### config.mk
export PLATFORM = sky130hd
export DESIGN_NAME = shared_server_makespan_eval_top_flat
export DESIGN_NICKNAME = d
export VERILOG_FILES = /design/src/sv/ssme_pkg.sv /design/src/sv/ssme_ifs.sv /design/src/sv/ssme_alu.sv /design/src/sv/shared_server_makespan_eval_top.sv /design/src/flat_wrapper.sv
export VERILOG_INCLUDE_DIRS = /design/src /design/src/sv
export SDC_FILE = /design/constraint.sdc
export NUM_CORES = 1
export LEC_CHECK = 0
export ABC_AREA = 1
export BUFFER_PORTS_ARGS = -buffer_cell sky130_fd_sc_hd__buf_4
export CORE_MARGIN = 10
export CORE_UTILIZATION = 45
export CTS_CLUSTER_DIAMETER = 50
export DETAILED_ROUTE_END_ITERATION = 6
export HOLD_SLACK_MARGIN = 0.02
export PLACE_DENSITY = 0.7
export SKIP_LAST_GASP = 1
export SYNTH_ARGS = -nofsm -noshare
export SYNTH_HDL_FRONTEND = slang
export SYNTH_SLANG_ARGS = --single-unit
export TNS_END_PERCENT = 20
### constraint.sdc
create_clock -name clk_i -period 7.15 [get_ports clk_i]
set_input_delay 1.0725 -clock clk_i [delete_from_list [all_inputs] [get_ports clk_i]]
set_output_delay 1.0725 -clock clk_i [all_outputs]
set_load 0.05 [all_outputs]
### src/sv/shared_server_makespan_eval_top_defines.svh
// Assertion macros shared by the makespan evaluator RTL.
`ifndef SHARED_SERVER_MAKESPAN_EVAL_TOP_DEFINES_SVH
`define SHARED_SERVER_MAKESPAN_EVAL_TOP_DEFINES_SVH

`ifndef ASSERT_OFF
// Same-cycle implication, sampled on clk_i, off while rst_ni is low
`define SSME_ASSERT_IMPL(lbl, ante, cons, msg) \
  lbl: assert property (@(posedge clk_i) disable iff (!rst_ni) (ante) |-> (cons)) \
    else $error(msg);
// Next-cycle implication, sampled on clk_i, off while rst_ni is low
`define SSME_ASSERT_NEXT(lbl, ante, cons, msg) \
  lbl: assert property (@(posedge clk_i) disable iff (!rst_ni) (ante) |=> (cons)) \
    else $error(msg);
`else
`define SSME_ASSERT_IMPL(lbl, ante, cons, msg)
`define SSME_ASSERT_NEXT(lbl, ante, cons, msg)
`endif

`endif

### src/sv/ssme_pkg.sv
// Package: widths, defaults and ALU operation codes of the makespan evaluator.
`default_nettype none

package ssme_pkg;

  // Defaults of the top-level parameters
  localparam int unsigned MAX_MACHINES_DEF = 16;
  localparam int unsigned TIME_BITS_DEF    = 32;

  // Fixed field widths
  localparam int unsigned CFG_W      = 5;
  localparam int unsigned DUR_W      = 16;
  localparam int unsigned MACH_W     = 4;
  localparam int unsigned OUT_TIME_W = 32;

  // Reset value of the machine count register
  localparam logic [CFG_W-1:0] CFG_RESET = 5'd2;

  // Operations of the shared arithmetic unit
  typedef enum logic [1:0] {
    ALU_LT,
    ALU_MAX,
    ALU_SATADD
  } alu_op_e;

endpackage

`default_nettype wire

### src/sv/ssme_ifs.sv
// Valid/ready channel interfaces for jobs in and results out.
`default_nettype none

interface ssme_job_if;
  logic                            valid;
  logic                            ready;
  logic [ssme_pkg::DUR_W-1:0]      setup_time;
  logic [ssme_pkg::DUR_W-1:0]      processing_time;
  logic                            last_job;

  modport source (output valid, output setup_time, output processing_time,
                  output last_job, input ready);
  modport sink   (input valid, input setup_time, input processing_time,
                  input last_job, output ready);
endinterface

interface ssme_res_if;
  logic                            valid;
  logic                            ready;
  logic [ssme_pkg::MACH_W-1:0]     assigned_machine;
  logic [ssme_pkg::OUT_TIME_W-1:0] setup_end;
  logic [ssme_pkg::OUT_TIME_W-1:0] completion;
  logic [ssme_pkg::OUT_TIME_W-1:0] makespan;
  logic                            final_res;

  modport source (output valid, output assigned_machine, output setup_end,
                  output completion, output makespan, output final_res,
                  input ready);
  modport sink   (input valid, input assigned_machine, input setup_end,
                  input completion, input makespan, input final_res,
                  output ready);
endinterface

`default_nettype wire

### src/sv/ssme_alu.sv
// Shared time unit: unsigned compare, maximum and saturating add.
`default_nettype none

module ssme_alu #(
  parameter int unsigned TIME_BITS = ssme_pkg::TIME_BITS_DEF
) (
  input  wire ssme_pkg::alu_op_e     op_i,
  input  wire logic [TIME_BITS-1:0]  a_i,
  input  wire logic [TIME_BITS-1:0]  b_i,
  output logic      [TIME_BITS-1:0]  res_o,
  output logic                       lt_o
);
  import ssme_pkg::*;

  logic [TIME_BITS:0] sum;

  // One wide add with carry out, one compare
  assign sum  = {1'b0, a_i} + {1'b0, b_i};
  assign lt_o = (a_i < b_i);

  // Select the result, clamp the sum at the top of the time range
  always_comb begin
    unique case (op_i)
      ALU_LT:     res_o = lt_o ? a_i : b_i;
      ALU_MAX:    res_o = lt_o ? b_i : a_i;
      ALU_SATADD: res_o = sum[TIME_BITS] ? '1 : sum[TIME_BITS-1:0];
      default:    res_o = a_i;
    endcase
  end

endmodule

`default_nettype wire

### src/sv/shared_server_makespan_eval_top.sv
// Top level: list-scheduling makespan evaluator with one shared setup server.
//
//  channel   dir  handshake            payload
//  job_i     in   valid/ready          setup_time, processing_time, last_job
//  res_o     out  valid/ready          assigned_machine, setup_end, completion,
//                                      makespan, final_res
//  cfg       in   cfg_we_i (no wait)   cfg_wdata_i = machines_in_use
//
// Between one acceptance and the next, each of the N machines in use, N being
// machines_in_use clamped to 1..MAX_MACHINES, has its free time read through the
// single read port of the free-time memory; then the scan drains, four passes go
// through the shared time unit (start, setup end, completion, makespan) and the
// sequencer returns to idle with ready high.
// Reset clears the free-time valid bits, server time and makespan at once;
// a closing job clears them the same way after its item is issued.
// A stalled result holds in the output register; the next job may be taken
// meanwhile and waits at its final step only while that register is full.
`default_nettype none

`include "shared_server_makespan_eval_top_defines.svh"

module shared_server_makespan_eval_top #(
  parameter int unsigned MAX_MACHINES = ssme_pkg::MAX_MACHINES_DEF,
  parameter int unsigned TIME_BITS    = ssme_pkg::TIME_BITS_DEF
) (
  input  wire logic                        clk_i,
  input  wire logic                        rst_ni,
  input  wire logic                        cfg_we_i,
  input  wire logic [ssme_pkg::CFG_W-1:0]  cfg_wdata_i,
  ssme_job_if.sink                         job_i,
  ssme_res_if.source                       res_o
);
  import ssme_pkg::*;

  localparam int unsigned IDX_W = (MAX_MACHINES > 1) ? $clog2(MAX_MACHINES) : 1;
  localparam int unsigned CNT_W = $clog2(MAX_MACHINES + 1);

  typedef enum logic [2:0] {
    ST_IDLE,
    ST_SCAN,
    ST_START,
    ST_SETUP,
    ST_PROC,
    ST_WRITE
  } state_e;

  // Control and job registers
  state_e                 state_q, state_d;
  logic [CFG_W-1:0]       cfg_q, cfg_d;
  logic [CNT_W-1:0]       count_q, count_d;
  logic [CNT_W-1:0]       issue_q, issue_d;
  logic                   pend_q, pend_d;
  logic [IDX_W-1:0]       pend_idx_q, pend_idx_d;
  logic                   rd_live_q, rd_live_d;
  logic [DUR_W-1:0]       setup_q, setup_d;
  logic [DUR_W-1:0]       proc_q, proc_d;
  logic                   last_q, last_d;

  // Time state
  logic [MAX_MACHINES-1:0] vld_q, vld_d;
  logic [TIME_BITS-1:0]    server_q, server_d;
  logic [TIME_BITS-1:0]    ms_q, ms_d;
  logic [TIME_BITS-1:0]    best_q, best_d;
  logic [IDX_W-1:0]        best_idx_q, best_idx_d;
  logic [TIME_BITS-1:0]    send_q, send_d;
  logic [TIME_BITS-1:0]    done_q, done_d;

  // Result register
  logic                    res_vld_q, res_vld_d;
  logic [MACH_W-1:0]       res_mach_q, res_mach_d;
  logic [OUT_TIME_W-1:0]   res_send_q, res_send_d;
  logic [OUT_TIME_W-1:0]   res_done_q, res_done_d;
  logic [OUT_TIME_W-1:0]   res_ms_q, res_ms_d;
  logic                    res_fin_q, res_fin_d;

  // Free-time memory
  logic [TIME_BITS-1:0]    ftime_mem_q [MAX_MACHINES];
  logic [TIME_BITS-1:0]    rd_data_q;
  logic                    mem_re, mem_we;
  logic [IDX_W-1:0]        mem_raddr;

  // Shared unit
  alu_op_e                 alu_op;
  logic [TIME_BITS-1:0]    alu_a, alu_b, alu_res;
  logic                    alu_lt;

  logic [TIME_BITS-1:0]    cur_time;
  logic [CNT_W-1:0]        eff_cnt;
  logic                    out_free;

  ssme_alu #(
    .TIME_BITS (TIME_BITS)
  ) u_alu (
    .op_i  (alu_op),
    .a_i   (alu_a),
    .b_i   (alu_b),
    .res_o (alu_res),
    .lt_o  (alu_lt)
  );

  // Never-written machines read as free at time zero
  assign cur_time = rd_live_q ? rd_data_q : '0;
  assign out_free = !res_vld_q || res_o.ready;

  // Clamp the machine count to 1..MAX_MACHINES
  always_comb begin
    if (cfg_q == '0) begin
      eff_cnt = CNT_W'(1);
    end else if (32'(cfg_q) > MAX_MACHINES) begin
      eff_cnt = CNT_W'(MAX_MACHINES);
    end else begin
      eff_cnt = CNT_W'(cfg_q);
    end
  end

  // Sequencer: scan, then four steps through the shared unit
  always_comb begin
    state_d    = state_q;
    cfg_d      = cfg_we_i ? cfg_wdata_i : cfg_q;
    count_d    = count_q;
    issue_d    = issue_q;
    pend_d     = pend_q;
    pend_idx_d = pend_idx_q;
    setup_d    = setup_q;
    proc_d     = proc_q;
    last_d     = last_q;
    vld_d      = vld_q;
    server_d   = server_q;
    ms_d       = ms_q;
    best_d     = best_q;
    best_idx_d = best_idx_q;
    send_d     = send_q;
    done_d     = done_q;
    res_vld_d  = res_o.ready ? 1'b0 : res_vld_q;
    res_mach_d = res_mach_q;
    res_send_d = res_send_q;
    res_done_d = res_done_q;
    res_ms_d   = res_ms_q;
    res_fin_d  = res_fin_q;
    mem_re     = 1'b0;
    mem_we     = 1'b0;
    mem_raddr  = issue_q[IDX_W-1:0];
    rd_live_d  = rd_live_q;
    alu_op     = ALU_LT;
    alu_a      = cur_time;
    alu_b      = best_q;

    unique case (state_q)
      ST_IDLE: begin
        if (job_i.valid) begin
          setup_d = job_i.setup_time;
          proc_d  = job_i.processing_time;
          last_d  = job_i.last_job;
          count_d = eff_cnt;
          issue_d = '0;
          pend_d  = 1'b0;
          state_d = ST_SCAN;
        end
      end
      ST_SCAN: begin
        // Issue one read a cycle, compare the data of the previous read
        if (issue_q < count_q) begin
          mem_re     = 1'b1;
          rd_live_d  = vld_q[mem_raddr];
          issue_d    = issue_q + CNT_W'(1);
          pend_d     = 1'b1;
          pend_idx_d = issue_q[IDX_W-1:0];
        end else begin
          pend_d = 1'b0;
        end
        if (pend_q) begin
          // Strictly earlier wins, so ties keep the lower index
          if (pend_idx_q == '0 || alu_lt) begin
            best_d     = cur_time;
            best_idx_d = pend_idx_q;
          end
        end
        if (!pend_q && issue_q == count_q) begin
          state_d = ST_START;
        end
      end
      ST_START: begin
        alu_op  = ALU_MAX;
        alu_a   = best_q;
        alu_b   = server_q;
        send_d  = alu_res;
        state_d = ST_SETUP;
      end
      ST_SETUP: begin
        alu_op  = ALU_SATADD;
        alu_a   = send_q;
        alu_b   = TIME_BITS'(setup_q);
        send_d  = alu_res;
        state_d = ST_PROC;
      end
      ST_PROC: begin
        alu_op  = ALU_SATADD;
        alu_a   = send_q;
        alu_b   = TIME_BITS'(proc_q);
        done_d  = alu_res;
        state_d = ST_WRITE;
      end
      ST_WRITE: begin
        alu_op = ALU_MAX;
        alu_a  = done_q;
        alu_b  = ms_q;
        // Hold until the result register can take the item
        if (out_free) begin
          mem_we             = 1'b1;
          vld_d[best_idx_q]  = 1'b1;
          server_d           = send_q;
          ms_d               = alu_res;
          res_vld_d          = 1'b1;
          res_mach_d         = MACH_W'(best_idx_q);
          res_send_d         = OUT_TIME_W'(send_q);
          res_done_d         = OUT_TIME_W'(done_q);
          res_ms_d           = OUT_TIME_W'(alu_res);
          res_fin_d          = last_q;
          // Closing job: drop all times of the schedule
          if (last_q) begin
            vld_d    = '0;
            server_d = '0;
            ms_d     = '0;
          end
          state_d = ST_IDLE;
        end
      end
      default: begin
        state_d = ST_IDLE;
      end
    endcase
  end

  // State and registered outputs
  always_ff @(posedge clk_i or negedge rst_ni) begin
    if (!rst_ni) begin
      state_q    <= ST_IDLE;
      cfg_q      <= CFG_RESET;
      count_q    <= '0;
      issue_q    <= '0;
      pend_q     <= 1'b0;
      rd_live_q  <= 1'b0;
      vld_q      <= '0;
      server_q   <= '0;
      ms_q       <= '0;
      res_vld_q  <= 1'b0;
    end else begin
      state_q    <= state_d;
      cfg_q      <= cfg_d;
      count_q    <= count_d;
      issue_q    <= issue_d;
      pend_q     <= pend_d;
      rd_live_q  <= rd_live_d;
      vld_q      <= vld_d;
      server_q   <= server_d;
      ms_q       <= ms_d;
      res_vld_q  <= res_vld_d;
    end
  end

  // Payload registers
  always_ff @(posedge clk_i) begin
    pend_idx_q <= pend_idx_d;
    setup_q    <= setup_d;
    proc_q     <= proc_d;
    last_q     <= last_d;
    best_q     <= best_d;
    best_idx_q <= best_idx_d;
    send_q     <= send_d;
    done_q     <= done_d;
    res_mach_q <= res_mach_d;
    res_send_q <= res_send_d;
    res_done_q <= res_done_d;
    res_ms_q   <= res_ms_d;
    res_fin_q  <= res_fin_d;
  end

  // Free-time memory: one write, one registered read
  always_ff @(posedge clk_i) begin
    if (mem_we) begin
      ftime_mem_q[best_idx_q] <= done_q;
    end
    if (mem_re) begin
      rd_data_q <= ftime_mem_q[mem_raddr];
    end
  end

  // Channel outputs
  assign job_i.ready            = (state_q == ST_IDLE);
  assign res_o.valid            = res_vld_q;
  assign res_o.assigned_machine = res_mach_q;
  assign res_o.setup_end        = res_send_q;
  assign res_o.completion       = res_done_q;
  assign res_o.makespan         = res_ms_q;
  assign res_o.final_res        = res_fin_q;

  // Checks
  `SSME_ASSERT_NEXT(a_accept_scan, job_i.valid && job_i.ready, state_q == ST_SCAN,
                    "accepted job did not start its scan")
  `SSME_ASSERT_IMPL(a_best_in_range, state_q == ST_START, 32'(best_idx_q) < 32'(count_q),
                    "chosen machine outside the machines in use")
  `SSME_ASSERT_NEXT(a_issue_result, state_q == ST_WRITE && out_free, res_vld_q,
                    "finished job issued no result")
  `SSME_ASSERT_NEXT(a_close_clears, state_q == ST_WRITE && out_free && last_q,
                    vld_q == '0 && server_q == '0 && ms_q == '0,
                    "closing job left schedule times behind")

endmodule

`default_nettype wire

### src/flat_wrapper.sv
// flat-port wrapper written by rule: the top's interface ports become plain ports
module shared_server_makespan_eval_top_flat import ssme_pkg::*;
#(
  parameter int unsigned MAX_MACHINES = ssme_pkg::MAX_MACHINES_DEF,
  parameter int unsigned TIME_BITS    = ssme_pkg::TIME_BITS_DEF
)
  (clk_i, rst_ni, cfg_we_i, cfg_wdata_i, job_i_valid, job_i_setup_time, job_i_processing_time, job_i_last_job, job_i_ready, res_o_valid, res_o_assigned_machine, res_o_setup_end, res_o_completion, res_o_makespan, res_o_final_res, res_o_ready);
  ssme_job_if job_i_i ();
  ssme_res_if res_o_i ();
  input  wire logic clk_i;
  input  wire logic rst_ni;
  input  wire logic cfg_we_i;
  input  wire logic [ssme_pkg::CFG_W-1:0] cfg_wdata_i;
  input wire logic [$bits(job_i_i.valid)-1:0] job_i_valid;
  input wire logic [$bits(job_i_i.setup_time)-1:0] job_i_setup_time;
  input wire logic [$bits(job_i_i.processing_time)-1:0] job_i_processing_time;
  input wire logic [$bits(job_i_i.last_job)-1:0] job_i_last_job;
  output wire logic [$bits(job_i_i.ready)-1:0] job_i_ready;
  output wire logic [$bits(res_o_i.valid)-1:0] res_o_valid;
  output wire logic [$bits(res_o_i.assigned_machine)-1:0] res_o_assigned_machine;
  output wire logic [$bits(res_o_i.setup_end)-1:0] res_o_setup_end;
  output wire logic [$bits(res_o_i.completion)-1:0] res_o_completion;
  output wire logic [$bits(res_o_i.makespan)-1:0] res_o_makespan;
  output wire logic [$bits(res_o_i.final_res)-1:0] res_o_final_res;
  input wire logic [$bits(res_o_i.ready)-1:0] res_o_ready;
  assign job_i_i.valid = job_i_valid;
  assign job_i_i.setup_time = job_i_setup_time;
  assign job_i_i.processing_time = job_i_processing_time;
  assign job_i_i.last_job = job_i_last_job;
  assign job_i_ready = job_i_i.ready;
  assign res_o_valid = res_o_i.valid;
  assign res_o_assigned_machine = res_o_i.assigned_machine;
  assign res_o_setup_end = res_o_i.setup_end;
  assign res_o_completion = res_o_i.completion;
  assign res_o_makespan = res_o_i.makespan;
  assign res_o_final_res = res_o_i.final_res;
  assign res_o_i.ready = res_o_ready;
  shared_server_makespan_eval_top #(.MAX_MACHINES(MAX_MACHINES), .TIME_BITS(TIME_BITS)) u_core (.clk_i(clk_i), .rst_ni(rst_ni), .cfg_we_i(cfg_we_i), .cfg_wdata_i(cfg_wdata_i), .job_i(job_i_i), .res_o(res_o_i));
endmodule
==> results.yml <==
critical_path:
  critical_path_class: "register to register"
  slowest_stage: "nor2_4"
  cp-startpoint: "u_core.state_q[2]"
  worstPathRequired_ns: 7.53
  slowest_delay_ns: 0.73
  critPathMaxFanout: 45
  end_kind: "register"
  regToRegStartpoint: "u_core.state_q[2]"
  path_cells: "nor2_4 -> nand2_1 -> nand2_2 -> clkinv_1 -> o2111ai_1 -> o21ai_0 -> inv_1 -> ha_1 -> inv_1 -> nand4_1 -> nor3_1 -> nand3_1 -> a21o_1 -> buf_4 -> nand2_2 -> buf_12 -> a21oi_1 -> o21ai_0 -> nand3_2"
  crit_arrival_ns: 6.37
  cp-start-kind: "register"
die:
  die_w_um: 311
  pin_count: 146
  start_util: 0.454
  fp.dieArea_mm2: 0.0965
  rows: 106
  coreArea_mm2: 0.0837
  die_y_um: 311
pwr:
  ir_drop_uv: 324
  p_leak_nw: 16.5
  power_density_mw_per_mm2: 521
layout:
  fill_cells: 7066
  drive_gt1_frac: 0.117
  final_cell_mix: "782 x edfxtp_1, 507 x nand2_1, 386 x nor2_1"
  register_area_mm2: 0.0260
  final_common_cell: "edfxtp_1"
  fin_nets: 3529
  num_antenna_cells: 0
  area_growth_syn_to_layout_pct: 14.5
  multi_input_area_mm2: 0.0104
  fin_area_mm2: 0.0435
sta:
  fmax_mhz: 167
  period_minus_slack_ns: 5.99
  min_period_over_period: 0.837
  fin_skew_ns: 0.0261
  rsz0062_at_grt: "no"
  tightest_slew_ns: 1.13
  setup_viol: 0
  hold_violations: 0
  setup_tns_ns: 0
  maxSlewViolCount: 0
  slew_headroom: 0.245
global_route:
  met2_usage: 0.331
  grtUsageTotal: 0.219
  top_usage_layer: "met2"
  grt_pass1_wl_mm: 164
  grt_max_degree: 210
  antenna_found_initial: 2
  met3_usage: 0.0500
  overflow: 0
  grtUsageMet1: 0.311
  grt_pass1_vias: 25500
placement:
  hpwl_mm: 68.3
  place_congestion: 0.978
  placed_area_mm2: 0.0404
  io_buffer_count: 145
clock_network:
  cts_tree: "built"
  ctsHoldBuffers: 0
  clockBufferDepth: 3
  clk_latency_ns: 0.66
  cts_root_buf: "clkbuf_16"
  clk_pin_slew_ns: 0.06
  htree_levels: 3
  clkSinkCount: 883
  cts_made_buffers: 95
  postCtsSetupRepairBufs: 0
  cts_resized: 0
logic_synthesis:
  ys_seq_elements: 883
  syn_area_per_cell_um2: 11.5
  synth_warnings: 0
  synth_top_cell_area_share: 0.618
  ys_async_sr_fraction: 0.114
  syn_area_mm2: 0.0380
  ys.flop_type: "edfxtp_1"
  synth_edf_count: 782
  ys_seq_area_frac: 0.685
  yosysTopAreaCell: "edfxtp_1"
  yosysUniqueCellTypes: 54
  syn-num-nets: 3412
  yosys-top-cells-area: "edfxtp_1 62%, dfrtp_1 6.6%, nand2_1 5.0%, o21ai_0 4.9%, nor2_1 4.0%"
  synthCells: 3299
drt:
  vias_per_cell: 5.79
  drt_first_iter_violations: 3603
  drc: 0
  postRouteAntennaNets: 0
  wl_mm: 110
  vias: 26800
  wl_per_cell_um: 23.7
  dr.pass1.iters: 6
hold_path:
  holdCritStartpoint: "u_core.send_q[28]"
  hp-class: "register to register"
outcome:
  status: "finished clean"
job:
  maxCapViolCount: 0
[sequential cells by signal, indices dropped and copies added, names as in the netlist, 3 cells and up]
register and flops:
u_core.setup_q 16, u_core.pend_idx_q 4, u_core.server_q 32, u_core.best_idx_q 4, u_core.res_o.makespan 32, u_core.proc_q 16
u_core.state_q 3, u_core.done_q 32, u_core.count_q 5, u_core.res_o.completion 32, u_core.vld_q 16, u_core.cfg_q 5
u_core.ms_q 32, u_core.ftime_mem_q 512, u_core.issue_q 5, u_core.res_o.setup_end 32, u_core.res_o.assigned_machine 4, u_core.best_q 32
u_core.send_q 32, u_core.rd_data_q 32
[synthesized netlist by cell type, types with 6 or more instances]
cell	number
a21oi_1	86
a221oi_1	17
a22o_1	20
a22oi_1	25
a31oi_1	12
buf_1	8
buf_2	19
clkbuf_1	141
dfrtp_1	100
edfxtp_1	782
ha_1	70
inv_1	268
inv_2	8
nand2_1	510
nand2_4	7
nand3_1	122
nand3_2	16
nand4_1	13
nor2_1	404
nor3_1	16
nor4_1	8
o211ai_1	18
o21a_1	9
o21ai_0	375
o21ai_1	19
o221ai_1	64
o22ai_1	86
o31ai_1	6
or2_2	7
xnor2_1	7
xor2_1	11
[critical path, delay by kind of cell (launching register included)]
| family | cells | cell delay [ns] |
|---|---|---|
| adder cells (fa/ha/maj) | 1 | 0.33 |
| flip-flops | 1 | 0.53 |
| AND/OR/NAND/NOR | 8 | 2.39 |
| AO/OA/AOI/OAI | 5 | 1.07 |
| buffers and inverters | 5 | 1.35 |
[cell type report]
| cell class | instances | share of cell area |
|---|---|---|
| Clock inverter | 48 | 0.0117 |
| Sequential cell | 883 | 0.598 |
| Clock buffer | 129 | 0.0602 |
| Multi-Input combinational cell | 1963 | 0.238 |
| Tap cell | 1134 | 0.0326 |
| Inverter | 278 | 0.0242 |
| Timing Repair Buffer | 195 | 0.0348 |
[cells by family after synthesis]
| logic type | count (synthesis) | share of synthesized area |
|---|---|---|
| adders and majority gates | 70 | 0.0230 |
| buffers and inverters | 453 | 0.0464 |
| AOI/OAI and AO/OA | 759 | 0.119 |
| and+or+nand+nor | 1114 | 0.122 |
| DFF | 883 | 0.685 |
| xor gates and xnor gates | 18 | 0.00415 |
| muxes | 2 | 0.000593 |
[report_power, final]
part           leakage (nW)  switching [mW]  internal [mW]  total [mW]
sequential             8.43           0.791           7.31        8.10
combinational          6.58            6.95           2.71        9.65
clock                  1.50            2.06           2.84        4.90
total                  16.5            9.79           12.9        22.7
[metal layers]
metal / share of wire / vias to the layer above
met2: 0.45 / 1462
met4: 0.029 / 0
met3: 0.10 / 203
met5: 0 / -
li1: - / 12000
met1: 0.42 / 13100
[worst paths after layout]
kind                                                   end  depth (start not counted)  slack [ns]
worst max-delay path                     u_core.done_q[14]                         19        1.16
worst min-delay path            u_core.res_o.setup_end[28]                          0        0.45
worst max register to register           u_core.done_q[14]                         19        1.16
worst min register to register  u_core.res_o.setup_end[28]                          0        0.45
max in group asynchronous                u_core.issue_q[1]                          2        5.36
min in group asynchronous                  u_core.ms_q[24]                          1        0.49
[stage by stage]
step / util / instances / setup WS [ns] / total power, mW / hold slack (ns)
2_1_floorplan: - / 3299 / 0.222 / 14.4 / 0.426
3_3_place_gp: 0.482 / 4453 / 1.49 / 17.4 / 0.436
3_5_place_dp: 0.482 / 4453 / 1.30 / 17.6 / 0.439
4_1_cts: 0.520 / 4630 / 1.27 / 22.5 / 0.453
5_1_grt: 0.520 / 4630 / 0.699 / 23.9 / 0.461
6_report: 0.520 / 4630 / 1.16 / 22.7 / 0.451
Note: power is estimated with default switching activity, not from simulation.
